$ cat src/design/shb_ram.sv
module shb_ram #(
   parameter int  WIDTH     = 8,
   parameter int  DEPTH     = 256,
   localparam int ADDR_BITS = (DEPTH > 1) ? $clog2(DEPTH) : 1
) (
   input  logic                 clock,
   input  logic                 wr_en,
   input  logic [ADDR_BITS-1:0] wr_addr,
   input  logic [WIDTH-1:0]     wr_data,
   input  logic                 rd_en,
   input  logic [ADDR_BITS-1:0] rd_addr,
   output logic [WIDTH-1:0]     rd_data
);

   logic [WIDTH-1:0] mem_ff [DEPTH];
   logic [WIDTH-1:0] rd_data_ff;

   // One write port and one registered read port; read data holds until the next read.
   always_ff @(posedge clock) begin
      if (wr_en) begin
         mem_ff[wr_addr] <= wr_data;
      end
      if (rd_en) begin
         rd_data_ff <= mem_ff[rd_addr];
      end
   end

   assign rd_data = rd_data_ff;

endmodule

$ cat config.mk
export PLATFORM = sky130hd
export DESIGN_NAME = shb_ram
export DESIGN_NICKNAME = d
export VERILOG_FILES = /design/src/design/shb_ram.sv
export SDC_FILE = /design/constraint.sdc
export NUM_CORES = 2
export LEC_CHECK = 0
export BUFFER_PORTS_ARGS = -buffer_cell sky130_fd_sc_hd__buf_2
export CAP_MARGIN = 0
export CORE_MARGIN = 5
export CORE_UTILIZATION = 30
export CTS_CLUSTER_DIAMETER = 80
export DETAILED_ROUTE_END_ITERATION = 10
export SYNTH_ARGS = -nofsm -noshare
export SYNTH_HDL_FRONTEND = slang
export SYNTH_SLANG_ARGS = --single-unit
$ cat constraint.sdc
create_clock -name clock -period 2.1 [get_ports clock]
set_input_delay 0.105 -clock clock [delete_from_list [all_inputs] [get_ports clock]]
set_output_delay 0.105 -clock clock [all_outputs]
set_load 0.02 [all_outputs]
==> summary.txt <==
Die ar. - 276,000 um2
initial antenna violation count - 14
core area - 265,000 um2
DR iter-0 viols - 4,399
Final Util - 36.5%
Hold Fails Final Rpt - 0
Syn Area/Cell - 21.3 um2
CP Max Fanout - 1
Clock Latency Late Sink - 840 ps
fill count - 24.0k
WL final - 208,000 um
Max Root-Sink Buffers - 3
top cells by count, synth - edfxtp_1, mux4_2, nor2_1
critical path arrival - 2990 ps
crit path time final - 2400 ps
via/cell ratio - 4.99
share of layout cells above drive strength 1 - 33.8%
dominant cells by area after synthesis - edfxtp_1, mux4_2, mux2i_1
clock skew - 29.1 ps
Final Cycle Share - 114%
failing checks - setup timing
CTS tree - built
total power - 86.2 mW
count of final setup violators - 8
RD Place Congestion - 0.841
LEAKAGE - 30.8 nW
setup TNS - -1490 ps
Die X - 525 um
DRT Pass-1 Iters - 5
Setup Crit Path Kind - flop to flop
critical path data required time - 2680 ps
Yosys reg bits - 2,056
gr ovfl total - 0
syn_nets - 3,760
Post-Syn Instances - 3,733
number of distinct library cells after synthesis - 54
pwr dens - 892 nW/um2
CP Launch Type - flop
total CTS buffers - 207
first-pass GRT wire length - 302,000 um
largest net degree at the start of global routing - 101
Final Cell Area - 96,600 um2
Yosys top cell area share - 77.5%
clk sinks - 2,056
Post-synth top flop - edfxtp_1
PnR worst setup slack - -301 ps
maximum clock frequency - 416 MHz
Worst-Margin Slew - 1150 ps
type of the tightest min-delay check - input port to flop
RSZ-0062 raised after global routing - yes
Area Overhead vs Synth - 21.3%
MaxCap Viol Count - 0
Seq/Total Area, Yosys - 77.5%
max-slew violation count - 0
CTS clock-pin slew for the worst setup and hold paths - 60 ps
top-count cell post-synth - edfxtp_1
post-synthesis instance area - 79,600 um2
initial core utilization - 30.1%
detailed-route DRC error count - 0
Slew HR - 22.5%
placed cell areas - 89,300 um2
peak supply drop - 0.668 mV
CP endpoint kind - flop
vias in the first global route - 41.8k
Seq. cell area - 61,700 um2
Final HPWL DP - 135,000 um
clk root buf - clkbuf_16
via count - 40.7k
count of input and output buffers - 34
post-DR wirelength/cell - 25.4 um
area of the multi-input gates - 17,100 um2
row count - 189
Final nets - 4,482
dominant cell type by area after synthesis - edfxtp_1
ANT nets after route - 0
Setup Buffers After CTS - 0
status - finished, violations left
number of synthesized flops with an enable pin - 2,056
H-tree depth - 4
Ports - 35
Global Route Usage Sum - 14.7%
synth warn - 0
Die Y - 525 um
Post-synth ARST share - 0%
==> cell usage in the layout (no fill, tap or decap), drive strengths merged, types with 8 or more instances in the layout <==
cell | Yosys | final
bufinv | 0 | 19
nor2 | 282 | 282
clkbuf | 111 | 247
inv | 1 | 9
o21ai | 12 | 12
nand2b | 8 | 8
a221oi | 14 | 14
mux4 | 456 | 456
buf | 122 | 728
clkinv | 1 | 98
nand2 | 33 | 33
nor3 | 22 | 22
a22oi | 133 | 133
o211ai | 10 | 10
nand4 | 10 | 10
a21oi | 96 | 96
mux2i | 134 | 134
nand3 | 34 | 34
a22o | 8 | 8
edfxtp | 2056 | 2056
dlygate4sd3 | 0 | 17
nor2b | 31 | 31
a211oi | 16 | 16
nor4 | 27 | 27
o22ai | 28 | 28
o221ai | 47 | 47
==> sequential cells by signal, indices dropped and copies added, names as in the netlist <==
signal / count
mem_ff: 2048
rd_data: 8
==> repair_timing <==
action / in CTS / in global routing
resized for setup: 65 / 38
endpoints found under the hold margin: 1850 / 0
endpoints found under the setup margin: 8 / 8
hold buffers: 17 / 0
pin swaps: 30 / 18
==> report_power, final <==
part           internal, mW  switching (mW)  total, mW
logic                  1.98            2.96       4.95
clock network          20.6            15.3       36.0
registers              45.3          0.0564       45.3
==> layout make-up <==
class,instances,share of cell area (%)
Timing Repair Buffer,746,7.02
Antenna cell,5,0.0130
Multi-Input combinational cell,1442,17.7
Clock inverter,129,1.22
Clock buffer,246,5.60
Tap cell,3533,4.58
Inverter,2,0.00777
Sequential cell,2056,63.9
==> worst paths after layout <==
path,startpoint,to,slack [ps],depth (start not counted)
max,mem_ff[86][4]$_DFFE_PP_,rd_data[4]$_DFFE_PP_,-300,6
min,wr_addr[4],mem_ff[60][5]$_DFFE_PP_,70,4
max reg2reg,mem_ff[86][4]$_DFFE_PP_,rd_data[4]$_DFFE_PP_,-300,6
min reg2reg,mem_ff[32][5]$_DFFE_PP_,rd_data[5]$_DFFE_PP_,1170,7
==> worst max-delay path, stage by stage (launching register included) <==
cell and delay [ps]:
edfxtp_1 380, mux4_2 500, mux4_2 550, nor2b_4 160, nor4_2 300, buf_4 230, nor4_4 50
==> layer usage <==
| metal | up-vias | part of all wire, % | global-route usage, % | wire, um |
|---|---|---|---|---|
| met5 | - | 0 | 0 | 0 |
| met4 | 0 | 2.7 | 4.14 | 5610 |
| met3 | 316 | 7.2 | 2.60 | 14900 |
| met2 | 1544 | 49 | 24.4 | 102000 |
| met1 | 21700 | 41 | 20.0 | 84900 |
| li1 | 17200 | - | - | - |
==> cells by family after synthesis <==
kind of cell | Yosys count | share of synthesized area, %
DFF | 2056 | 77.5
and+or+nand+nor | 466 | 2.63
muxes | 591 | 14.6
AOI/OAI and AO/OA | 385 | 3.42
buffers and inverters | 235 | 1.83
==> metrics by stage <==
step | hold slack [ps] | setup slack (ps) | std cells
after detailed placement | 421 | -1520 | 7768
final | 69.9 | -301 | 8159
after floorplan | 204 | -9.96 | 3733
after global placement | 421 | -1530 | 7767
after CTS | 3.34 | -285 | 8156
after global routing | 59.3 | -367 | 8158
Power figures use the tool's default switching activity.
